===== src/sv/rar_pkg.sv =====
// ============================================================================
// rar_pkg
// Shared widths, operation codes, queue entry type and state encodings for
// the rational arithmetic and reduction block.
// ============================================================================
`default_nettype none

package rar_pkg;

    // Operand width taken from each input field (at most the field width).
    localparam int OPERAND_WIDTH = 16;
    localparam int IN_W          = 16;
    localparam int PROD_W        = 2 * OPERAND_WIDTH;
    localparam int RAW_W         = PROD_W + 1;
    localparam int MAG_W         = RAW_W;
    localparam int RES_W         = 33;
    localparam int SHIFT_W       = $clog2(MAG_W + 1);
    localparam int DIV_CNT_W     = $clog2(MAG_W);
    localparam int Q_DEPTH       = 2;
    localparam int Q_PTR_W       = $clog2(Q_DEPTH);
    localparam int Q_CNT_W       = $clog2(Q_DEPTH + 1);

    typedef enum logic [1:0] {
        KIND_ADD = 2'd0,
        KIND_SUB = 2'd1,
        KIND_MUL = 2'd2,
        KIND_DIV = 2'd3
    } t_kind;

    // Raw fraction handed from the front end to the reduction engine.
    typedef struct packed {
        logic [RAW_W-1:0] num;
        logic [RAW_W-1:0] den;
        logic             zero_den;
    } t_job;

    typedef struct packed {
        logic full;
        logic empty;
    } t_q_status;

    typedef enum logic [1:0] {
        FR_IDLE,
        FR_MUL,
        FR_PUSH
    } t_front_state;

    typedef enum logic [2:0] {
        BK_IDLE,
        BK_GCD,
        BK_SCALE,
        BK_DIV,
        BK_DONE
    } t_back_state;

    function automatic logic [MAG_W-1:0] magnitude(input logic [RAW_W-1:0] v);
        logic [MAG_W-1:0] m;
        m = MAG_W'(v);
        return v[RAW_W-1] ? (~m + MAG_W'(1)) : m;
    endfunction

    function automatic logic [RES_W-1:0] apply_sign(input logic [MAG_W-1:0] mag,
                                                    input logic neg);
        logic [MAG_W-1:0] t;
        t = neg ? (~mag + MAG_W'(1)) : mag;
        return RES_W'($signed(t));
    endfunction

endpackage

`default_nettype wire


===== src/sv/rar_if.sv =====
// ============================================================================
// rar_in_if / rar_out_if
// Valid/ready channels for the operand items and the reduced results.
// ============================================================================
`default_nettype none

interface rar_in_if;
    logic        valid;
    logic        ready;
    logic [1:0]  kind;
    logic [15:0] a_num;
    logic [15:0] a_den;
    logic [15:0] b_num;
    logic [15:0] b_den;

    modport source (output valid, kind, a_num, a_den, b_num, b_den, input ready);
    modport sink   (input valid, kind, a_num, a_den, b_num, b_den, output ready);
endinterface

interface rar_out_if;
    logic        valid;
    logic        ready;
    logic [32:0] res_num;
    logic [32:0] res_den;
    logic        zero_den;

    modport source (output valid, res_num, res_den, zero_den, input ready);
    modport sink   (input valid, res_num, res_den, zero_den, output ready);
endinterface

`default_nettype wire


===== src/sv/rar_front.sv =====
// ============================================================================
// rar_front
// Accepts an operand item, forms the cross products and the raw numerator and
// denominator, flags a zero denominator and pushes the job into the queue.
// ============================================================================
`default_nettype none

module rar_front
    import rar_pkg::*;
(
    input  wire logic      i_clk,
    input  wire logic      i_rst_n,
    rar_in_if.sink         i_op,
    input  wire t_q_status i_q_status,
    output logic           o_push,
    output t_job           o_job
);

    t_front_state r_state, n_state;

    t_kind                     r_kind;
    logic signed [OPERAND_WIDTH-1:0] r_an, r_ad, r_bn, r_bd;
    logic signed [PROD_W-1:0]  r_p_n1, r_p_n2, r_p_d;

    logic                      w_accept;
    logic signed [RAW_W-1:0]   w_n1, w_n2, w_num, w_den;

    assign i_op.ready = (r_state == FR_IDLE);
    assign w_accept   = i_op.valid && (r_state == FR_IDLE);

    always_ff @(posedge i_clk) begin
        if (!i_rst_n) begin
            r_state <= FR_IDLE;
        end else begin
            r_state <= n_state;
        end
    end

    // Operand capture and the three products, each registered.
    always_ff @(posedge i_clk) begin
        if (w_accept) begin
            r_kind <= t_kind'(i_op.kind);
            r_an   <= i_op.a_num[OPERAND_WIDTH-1:0];
            r_ad   <= i_op.a_den[OPERAND_WIDTH-1:0];
            r_bn   <= i_op.b_num[OPERAND_WIDTH-1:0];
            r_bd   <= i_op.b_den[OPERAND_WIDTH-1:0];
        end
        if (r_state == FR_MUL) begin
            r_p_n1 <= r_an * ((r_kind == KIND_MUL) ? r_bn : r_bd);
            r_p_n2 <= r_bn * r_ad;
            r_p_d  <= r_ad * ((r_kind == KIND_DIV) ? r_bn : r_bd);
        end
    end

    assign w_n1  = RAW_W'(r_p_n1);
    assign w_n2  = RAW_W'(r_p_n2);
    assign w_den = RAW_W'(r_p_d);

    always_comb begin
        case (r_kind)
            KIND_ADD: w_num = w_n1 + w_n2;
            KIND_SUB: w_num = w_n1 - w_n2;
            default:  w_num = w_n1;
        endcase
    end

    assign o_job.num      = w_num;
    assign o_job.den      = w_den;
    assign o_job.zero_den = (r_p_d == '0);

    always_comb begin
        n_state = r_state;
        o_push  = 1'b0;
        case (r_state)
            FR_IDLE: begin
                if (i_op.valid) begin
                    n_state = FR_MUL;
                end
            end
            FR_MUL: begin
                n_state = FR_PUSH;
            end
            FR_PUSH: begin
                if (!i_q_status.full) begin
                    o_push  = 1'b1;
                    n_state = FR_IDLE;
                end
            end
            default: begin
                n_state = FR_IDLE;
            end
        endcase
    end

endmodule

`default_nettype wire


===== src/sv/rar_queue.sv =====
// ============================================================================
// rar_queue
// Short first-in first-out queue of raw jobs between front end and engine.
// ============================================================================
`default_nettype none

module rar_queue
    import rar_pkg::*;
(
    input  wire logic  i_clk,
    input  wire logic  i_rst_n,
    input  wire logic  i_push,
    input  wire t_job  i_job,
    input  wire logic  i_pop,
    output t_job       o_job,
    output t_q_status  o_status
);

    t_job               r_mem [Q_DEPTH];
    logic [Q_PTR_W-1:0] r_wr_ptr, r_rd_ptr;
    logic [Q_CNT_W-1:0] r_count;
    logic               w_wr, w_rd;

    assign o_status.full  = (r_count == Q_CNT_W'(Q_DEPTH));
    assign o_status.empty = (r_count == '0);
    assign w_wr           = i_push && !o_status.full;
    assign w_rd           = i_pop && !o_status.empty;
    assign o_job          = r_mem[r_rd_ptr];

    always_ff @(posedge i_clk) begin
        if (w_wr) begin
            r_mem[r_wr_ptr] <= i_job;
        end
    end

    always_ff @(posedge i_clk) begin
        if (!i_rst_n) begin
            r_wr_ptr <= '0;
            r_rd_ptr <= '0;
            r_count  <= '0;
        end else begin
            if (w_wr) begin
                r_wr_ptr <= r_wr_ptr + Q_PTR_W'(1);
            end
            if (w_rd) begin
                r_rd_ptr <= r_rd_ptr + Q_PTR_W'(1);
            end
            case ({w_wr, w_rd})
                2'b10:   r_count <= r_count + Q_CNT_W'(1);
                2'b01:   r_count <= r_count - Q_CNT_W'(1);
                default: r_count <= r_count;
            endcase
        end
    end

endmodule

`default_nettype wire


===== src/sv/rar_back.sv =====
// ============================================================================
// rar_back
// Reduction engine: binary gcd of the magnitudes, one step a cycle, then two
// restoring dividers sharing the gcd as divisor, one quotient bit a cycle.
// ============================================================================
`default_nettype none

module rar_back
    import rar_pkg::*;
(
    input  wire logic      i_clk,
    input  wire logic      i_rst_n,
    input  wire t_job      i_job,
    input  wire t_q_status i_q_status,
    output logic           o_pop,
    rar_out_if.source      o_res
);

    t_back_state r_state, n_state;

    logic                 r_num_neg, n_num_neg;
    logic                 r_den_neg, n_den_neg;
    logic                 r_zero, n_zero;
    logic [RAW_W-1:0]     r_raw_num, n_raw_num;
    logic [MAG_W-1:0]     r_mag_n, n_mag_n;
    logic [MAG_W-1:0]     r_mag_d, n_mag_d;
    logic [MAG_W-1:0]     r_u, n_u;
    logic [MAG_W-1:0]     r_v, n_v;
    logic [SHIFT_W-1:0]   r_k, n_k;
    logic [MAG_W-1:0]     r_g, n_g;
    logic [MAG_W-1:0]     r_qn, n_qn;
    logic [MAG_W-1:0]     r_qd, n_qd;
    logic [MAG_W-1:0]     r_rem_n, n_rem_n;
    logic [MAG_W-1:0]     r_rem_d, n_rem_d;
    logic [DIV_CNT_W-1:0] r_cnt, n_cnt;
    logic                 r_out_valid, n_out_valid;
    logic [RES_W-1:0]     r_res_num, n_res_num;
    logic [RES_W-1:0]     r_res_den, n_res_den;
    logic                 r_res_zero, n_res_zero;

    logic [MAG_W:0]       w_trial_n, w_trial_d, w_div_ext;

    assign o_res.valid    = r_out_valid;
    assign o_res.res_num  = r_res_num;
    assign o_res.res_den  = r_res_den;
    assign o_res.zero_den = r_res_zero;

    assign w_div_ext = {1'b0, r_g};
    assign w_trial_n = {r_rem_n, r_qn[MAG_W-1]};
    assign w_trial_d = {r_rem_d, r_qd[MAG_W-1]};

    always_ff @(posedge i_clk) begin
        if (!i_rst_n) begin
            r_state     <= BK_IDLE;
            r_out_valid <= 1'b0;
        end else begin
            r_state     <= n_state;
            r_out_valid <= n_out_valid;
        end
    end

    always_ff @(posedge i_clk) begin
        r_num_neg  <= n_num_neg;
        r_den_neg  <= n_den_neg;
        r_zero     <= n_zero;
        r_raw_num  <= n_raw_num;
        r_mag_n    <= n_mag_n;
        r_mag_d    <= n_mag_d;
        r_u        <= n_u;
        r_v        <= n_v;
        r_k        <= n_k;
        r_g        <= n_g;
        r_qn       <= n_qn;
        r_qd       <= n_qd;
        r_rem_n    <= n_rem_n;
        r_rem_d    <= n_rem_d;
        r_cnt      <= n_cnt;
        r_res_num  <= n_res_num;
        r_res_den  <= n_res_den;
        r_res_zero <= n_res_zero;
    end

    always_comb begin
        n_state     = r_state;
        n_num_neg   = r_num_neg;
        n_den_neg   = r_den_neg;
        n_zero      = r_zero;
        n_raw_num   = r_raw_num;
        n_mag_n     = r_mag_n;
        n_mag_d     = r_mag_d;
        n_u         = r_u;
        n_v         = r_v;
        n_k         = r_k;
        n_g         = r_g;
        n_qn        = r_qn;
        n_qd        = r_qd;
        n_rem_n     = r_rem_n;
        n_rem_d     = r_rem_d;
        n_cnt       = r_cnt;
        n_res_num   = r_res_num;
        n_res_den   = r_res_den;
        n_res_zero  = r_res_zero;
        n_out_valid = r_out_valid && !o_res.ready;
        o_pop       = 1'b0;

        case (r_state)
            BK_IDLE: begin
                if (!i_q_status.empty) begin
                    o_pop     = 1'b1;
                    n_num_neg = i_job.num[RAW_W-1];
                    n_den_neg = i_job.den[RAW_W-1];
                    n_zero    = i_job.zero_den;
                    n_raw_num = i_job.num;
                    n_mag_n   = magnitude(i_job.num);
                    n_mag_d   = magnitude(i_job.den);
                    n_u       = magnitude(i_job.num);
                    n_v       = magnitude(i_job.den);
                    n_k       = '0;
                    n_state   = i_job.zero_den ? BK_DONE : BK_GCD;
                end
            end
            BK_GCD: begin
                // The denominator magnitude is never zero here, so the loop
                // ends when u has been worn down to zero.
                if (r_u == '0) begin
                    n_state = BK_SCALE;
                end else if (!r_u[0] && !r_v[0]) begin
                    n_u = r_u >> 1;
                    n_v = r_v >> 1;
                    n_k = r_k + SHIFT_W'(1);
                end else if (!r_u[0]) begin
                    n_u = r_u >> 1;
                end else if (!r_v[0]) begin
                    n_v = r_v >> 1;
                end else if (r_u >= r_v) begin
                    n_u = (r_u - r_v) >> 1;
                end else begin
                    n_v = (r_v - r_u) >> 1;
                end
            end
            BK_SCALE: begin
                n_g     = r_v << r_k;
                n_qn    = r_mag_n;
                n_qd    = r_mag_d;
                n_rem_n = '0;
                n_rem_d = '0;
                n_cnt   = DIV_CNT_W'(MAG_W - 1);
                n_state = BK_DIV;
            end
            BK_DIV: begin
                if (w_trial_n >= w_div_ext) begin
                    n_rem_n = MAG_W'(w_trial_n - w_div_ext);
                    n_qn    = {r_qn[MAG_W-2:0], 1'b1};
                end else begin
                    n_rem_n = w_trial_n[MAG_W-1:0];
                    n_qn    = {r_qn[MAG_W-2:0], 1'b0};
                end
                if (w_trial_d >= w_div_ext) begin
                    n_rem_d = MAG_W'(w_trial_d - w_div_ext);
                    n_qd    = {r_qd[MAG_W-2:0], 1'b1};
                end else begin
                    n_rem_d = w_trial_d[MAG_W-1:0];
                    n_qd    = {r_qd[MAG_W-2:0], 1'b0};
                end
                if (r_cnt == '0) begin
                    n_state = BK_DONE;
                end else begin
                    n_cnt = r_cnt - DIV_CNT_W'(1);
                end
            end
            BK_DONE: begin
                if (!r_out_valid || o_res.ready) begin
                    n_out_valid = 1'b1;
                    n_res_zero  = r_zero;
                    if (r_zero) begin
                        // Zero denominator: raw pair is passed on unreduced.
                        n_res_num = RES_W'($signed(r_raw_num));
                        n_res_den = '0;
                    end else begin
                        n_res_num = apply_sign(r_qn, r_num_neg);
                        n_res_den = apply_sign(r_qd, r_den_neg);
                    end
                    n_state = BK_IDLE;
                end
            end
            default: begin
                n_state = BK_IDLE;
            end
        endcase
    end

endmodule

`default_nettype wire


===== src/sv/rational_arith_reduce.sv =====
// The front end captures the operands, forms the products and pushes the raw job;
// the reduction engine pops it, runs the binary gcd steps, scales the gcd, runs the
// dividers and presents the result. A zero denominator skips the gcd and divide.
// The engine finishes one item before it pops the next, paced by the gcd loop and
// the bit-serial dividers; the front end works ahead into a 2-entry queue.
// Reset is synchronous, active low, and clears the state machines, queue and valid.
// ============================================================================
// rational_arith_reduce
// Arithmetic on two signed fractions with reduction by the gcd of the
// magnitudes of the raw numerator and denominator.
// ============================================================================
`default_nettype none

module rational_arith_reduce
    import rar_pkg::*;
(
    input  wire logic i_clk,
    input  wire logic i_rst_n,
    rar_in_if.sink    i_op,
    rar_out_if.source o_res
);

    logic      w_push;
    logic      w_pop;
    t_job      w_push_job;
    t_job      w_head_job;
    t_q_status w_q_status;

    rar_front u_front (
        .i_clk      (i_clk),
        .i_rst_n    (i_rst_n),
        .i_op       (i_op),
        .i_q_status (w_q_status),
        .o_push     (w_push),
        .o_job      (w_push_job)
    );

    rar_queue u_queue (
        .i_clk    (i_clk),
        .i_rst_n  (i_rst_n),
        .i_push   (w_push),
        .i_job    (w_push_job),
        .i_pop    (w_pop),
        .o_job    (w_head_job),
        .o_status (w_q_status)
    );

    rar_back u_back (
        .i_clk      (i_clk),
        .i_rst_n    (i_rst_n),
        .i_job      (w_head_job),
        .i_q_status (w_q_status),
        .o_pop      (w_pop),
        .o_res      (o_res)
    );

endmodule

`default_nettype wire


===== src/flat_wrapper.sv =====
// flat-port wrapper written by rule: the top's interface ports become plain ports
module rational_arith_reduce_flat import rar_pkg::*;
  (i_clk, i_rst_n, i_op_valid, i_op_kind, i_op_a_num, i_op_a_den, i_op_b_num, i_op_b_den, i_op_ready, o_res_valid, o_res_res_num, o_res_res_den, o_res_zero_den, o_res_ready);
  rar_in_if i_op_i ();
  rar_out_if o_res_i ();
  input  wire logic i_clk;
  input  wire logic i_rst_n;
  input wire logic [$bits(i_op_i.valid)-1:0] i_op_valid;
  input wire logic [$bits(i_op_i.kind)-1:0] i_op_kind;
  input wire logic [$bits(i_op_i.a_num)-1:0] i_op_a_num;
  input wire logic [$bits(i_op_i.a_den)-1:0] i_op_a_den;
  input wire logic [$bits(i_op_i.b_num)-1:0] i_op_b_num;
  input wire logic [$bits(i_op_i.b_den)-1:0] i_op_b_den;
  output wire logic [$bits(i_op_i.ready)-1:0] i_op_ready;
  output wire logic [$bits(o_res_i.valid)-1:0] o_res_valid;
  output wire logic [$bits(o_res_i.res_num)-1:0] o_res_res_num;
  output wire logic [$bits(o_res_i.res_den)-1:0] o_res_res_den;
  output wire logic [$bits(o_res_i.zero_den)-1:0] o_res_zero_den;
  input wire logic [$bits(o_res_i.ready)-1:0] o_res_ready;
  assign i_op_i.valid = i_op_valid;
  assign i_op_i.kind = i_op_kind;
  assign i_op_i.a_num = i_op_a_num;
  assign i_op_i.a_den = i_op_a_den;
  assign i_op_i.b_num = i_op_b_num;
  assign i_op_i.b_den = i_op_b_den;
  assign i_op_ready = i_op_i.ready;
  assign o_res_valid = o_res_i.valid;
  assign o_res_res_num = o_res_i.res_num;
  assign o_res_res_den = o_res_i.res_den;
  assign o_res_zero_den = o_res_i.zero_den;
  assign o_res_i.ready = o_res_ready;
  rational_arith_reduce u_core (.i_clk(i_clk), .i_rst_n(i_rst_n), .i_op(i_op_i), .o_res(o_res_i));
endmodule

===== config.mk =====
export PLATFORM = sky130hd
export DESIGN_NAME = rational_arith_reduce_flat
export DESIGN_NICKNAME = d
export VERILOG_FILES = /design/src/sv/rar_pkg.sv /design/src/sv/rar_if.sv /design/src/sv/rar_front.sv /design/src/sv/rar_queue.sv /design/src/sv/rar_back.sv /design/src/sv/rational_arith_reduce.sv /design/src/flat_wrapper.sv
export SDC_FILE = /design/constraint.sdc
export NUM_CORES = 2
export LEC_CHECK = 0
export ABC_AREA = 1
export BUFFER_PORTS_ARGS = -buffer_cell sky130_fd_sc_hd__buf_2
export CAP_MARGIN = 20
export CORE_UTILIZATION = 40
export CTS_CLUSTER_DIAMETER = 120
export DETAILED_ROUTE_END_ITERATION = 7
export PLACE_DENSITY = 0.62
export SYNTH_ARGS = -nofsm -noshare
export SYNTH_HDL_FRONTEND = slang
export SYNTH_HIERARCHICAL = 1
export SYNTH_SLANG_ARGS = --single-unit

===== constraint.sdc =====
create_clock -name i_clk -period 9 [get_ports i_clk]
set_input_delay 1.35 -clock i_clk [delete_from_list [all_inputs] [get_ports i_clk]]
set_output_delay 1.35 -clock i_clk [all_outputs]
set_load 0.01 [all_outputs]

==> out/results.ini <==
[timing]
report.final.slew_viol_count=0
layout_setup_ws_ns=1.62
hold_viol=0
fin_crit_sh_pct=82.0
max_freq_mhz=135
rsz0062_at_grt=no
setup-violations-final=0
tns_ns=0
clock_skew_ns=0.0390
tightest_slew_ns=1.12
slew_headroom_pct=25.5
final.min_clock_period_ns=7.38

[critical_path]
crit_top_cell=fa_1
cp-end-kind=flop
cp_slowest_cell=fa_1
cp.required_ns=9.46
path_buf_inv=3
r2r_start=u_core/u_front/r_kind[1]
cpPeakStageDelay_ns=0.99
path_cells=nand2_1 > nand2_1 > o21ai_1 > buf_4 > nor2_1 > fa_1 > fa_1 > fa_1 > fa_1 > fa_1 > inv_1 > fa_1 > inv_1 > ha_1 > a21o_1 > o21bai_1 > a21boi_0 > nand3_1 > xor2_1
reg2reg_slack_ns=1.62
startpoint_type=flop
critPathKind=reg2reg
ff2ff_path_depth=19
path_max_fanout=25
timing.rr.end=u_core/u_front/r_p_d[28]
worstPathArrival_ns=7.84
cpLargestDelayFamily=adder cells

[logic_synthesis]
ys_seq_elements=717
synthArstFlopShare_pct=0
synth_top_family_by_area=adder cells
netlist_top_cells_area=edfxtp_1 (28%), fa_1 (21%), nand2_1 (12%)
netlist_instances=9449
synth_simple_gate_area_share_pct=22.2
synth.largest_area_cell=edfxtp_1
syn-num-nets=10700
synth.avg_cell_area_um2=8.02
synth_edf_count=706
syn_area_um2=75800
seq_area_frac_synth_pct=28.3
synth_compound_area_share_pct=6.66
synth-xor-area-share_pct=3.05
ys_types=54
synth.top_cell.area_share_pct=28.0
yosysWarningCount=6
synth_ff_type=edfxtp_1
synth-adder-area-share_pct=27.8
synthMuxAreaShare_pct=1.29

[die]
floorplan.rows=159
dieArea_um2=191000
core_um2=188000
pin_count=139
initial_core_util_pct=40.3
die_y_um=437
die_w_um=437

[finish]
layout_commonest_cell=nand2_1
drive_above_1_share_pct=5.96
fin_nets=10800
area_growth_pct=8.22
fin_area_um2=82100
instances_no_fill=12000
layout_common_cells=nand2_1 (2336), inv_1 (1834), nor2_1 (1101), fa_1 (791), edfxtp_1 (706)

[drt]
drt-total-wl_mm=236
vias=62100
drt_first_pass_iters=8
route.detailed.drc=14
via_per_inst=5.16
drtIter0Drc=5195
wl_per_cell_um=19.6
postRouteAntennaNets=0

[clock_tree]
htreeDepth=3
numCtsBuffers=88
clk_latency_ns=0.74
clock-root-buffer=clkbuf_16
cts.sink_count=717
cts.clk_slew.worst_paths_ns=0.06
cts.path.max_buffers=3
post_cts_buffers=0
cts_resized=0
tritoncts=built
cts_hold_buffers=0

[min_path]
min_path_cells=0
min_from=u_core/u_front/r_p_d[7]
min_to=u_core/u_queue/r_mem[1][8]
hold_path.class=reg2reg

[global_route]
grt_use_total_pct=24.5
antenna_found_initial=3
gr-total-overflow=0
grt_pass1_wl_mm=361
grt_max_degree=84
grt_pass1_vias=61600

[placed_design]
place_congestion=0.981
hpwl_mm=193
dp.cells=11900
post_dp_cell_area_um2=79000
dp_slack_ns=1.68
portBuffers=138

[outcome]
outcome=complete, but fails checks
violations=design-rule violations

[flow_run]
maxCapViolations=0

synthesized netlist by cell type (all sizes together), types with 67 or more instances:
library cell	instances
fa	791
edfxtp	706
nor3	100
buf	68
mux2	67
a21oi	411
nand2	2360
nand4	104
o21ai	408
xnor2	68
inv	1872
xor2	196
ha	420
nor2	1120
nand3	315
clkbuf	193
nand3b	68
sequential cells by signal, indices dropped and copies added (netlist names), 32 cells and up, named ones only:
name	count
u_core/u_back/o_res.res_num	33
u_core/u_back/r_qd	33
u_core/u_back/r_u	33
u_core/u_back/r_mag_n	32
u_core/u_back/r_raw_num	32
u_core/u_back/o_res.res_den	33
u_core/u_front/r_p_d	32
u_core/u_back/r_mag_d	33
u_core/u_front/r_p_n1	32
u_core/u_front/r_p_n2	32
u_core/u_back/r_g	33
u_core/u_back/r_rem_n	33
u_core/u_queue/r_mem	134
u_core/u_back/r_rem_d	33
u_core/u_back/r_qn	33
u_core/u_back/r_v	33
layer usage:
metal  up-vias  track usage, %  routed length [µm]
met1     30100            33.2              102000
met4         0            9.44                9610
met2      2244            39.7              108000
met3       395            3.31               16000
li1      29400               -                   -
met5         -               0                   0
through the flow:
stage / hold slack, ns / utilization [%]
after floorplan: 0.424 / -
after global placement: 0.458 / 42.0
after detailed placement: 0.465 / 42.0
after CTS: 0.477 / 43.6
after global routing: 0.500 / 43.6
final: 0.476 / 43.6
layout make-up:
class	instances	area, µm²
fillers	19000	106000
repair buffers	192	1130
multi-input cells	6594	46300
clock inverters	65	738
flip-flops and latches	717	21400
clock buffers	99	2270
well taps	2495	3120
inverters	1877	7050
diodes	1	2.50
logic make-up after synthesis:
group / Yosys count
AND/OR/NAND/NOR: 4123
buffers and inverters: 2138
adder cells (fa/ha/maj): 1211
AO/OA/AOI/OAI: 918
flip-flops: 717
XOR/XNOR: 264
multiplexers: 78
worst register-to-register path, stage by stage (launching register included):
cell	delay [ns]
edfxtp_1	0.43
nand2_1	0.81
nand2_1	0.12
o21ai_1	0.12
buf_4	0.23
nor2_1	0.12
fa_1	0.72
fa_1	0.99
fa_1	0.55
fa_1	0.51
fa_1	0.52
inv_1	0.05
fa_1	0.47
inv_1	0.04
ha_1	0.38
a21o_1	0.23
o21bai_1	0.20
a21boi_0	0.31
nand3_1	0.15
xor2_1	0.16
worst max-delay path by stage:
stage                                      to  depth (start not counted)                startpoint
finish               u_core/u_front/r_p_d[28]                         19  u_core/u_front/r_kind[1]
global route         u_core/u_front/r_p_d[31]                         23  u_core/u_front/r_kind[0]
CTS                 u_core/u_front/r_p_n1[31]                         19   u_core/u_front/r_bn[15]
detailed placement  u_core/u_front/r_p_n1[31]                         19   u_core/u_front/r_bn[15]
global placement     u_core/u_front/r_p_d[28]                         19  u_core/u_front/r_kind[0]
floorplan               u_core/u_back/r_v[10]                         11  u_core/u_back/r_state[0]
Power is left out: the tool's default activity adds up to more than one toggle a clock period on the data nets, which glitch-free logic cannot reach.
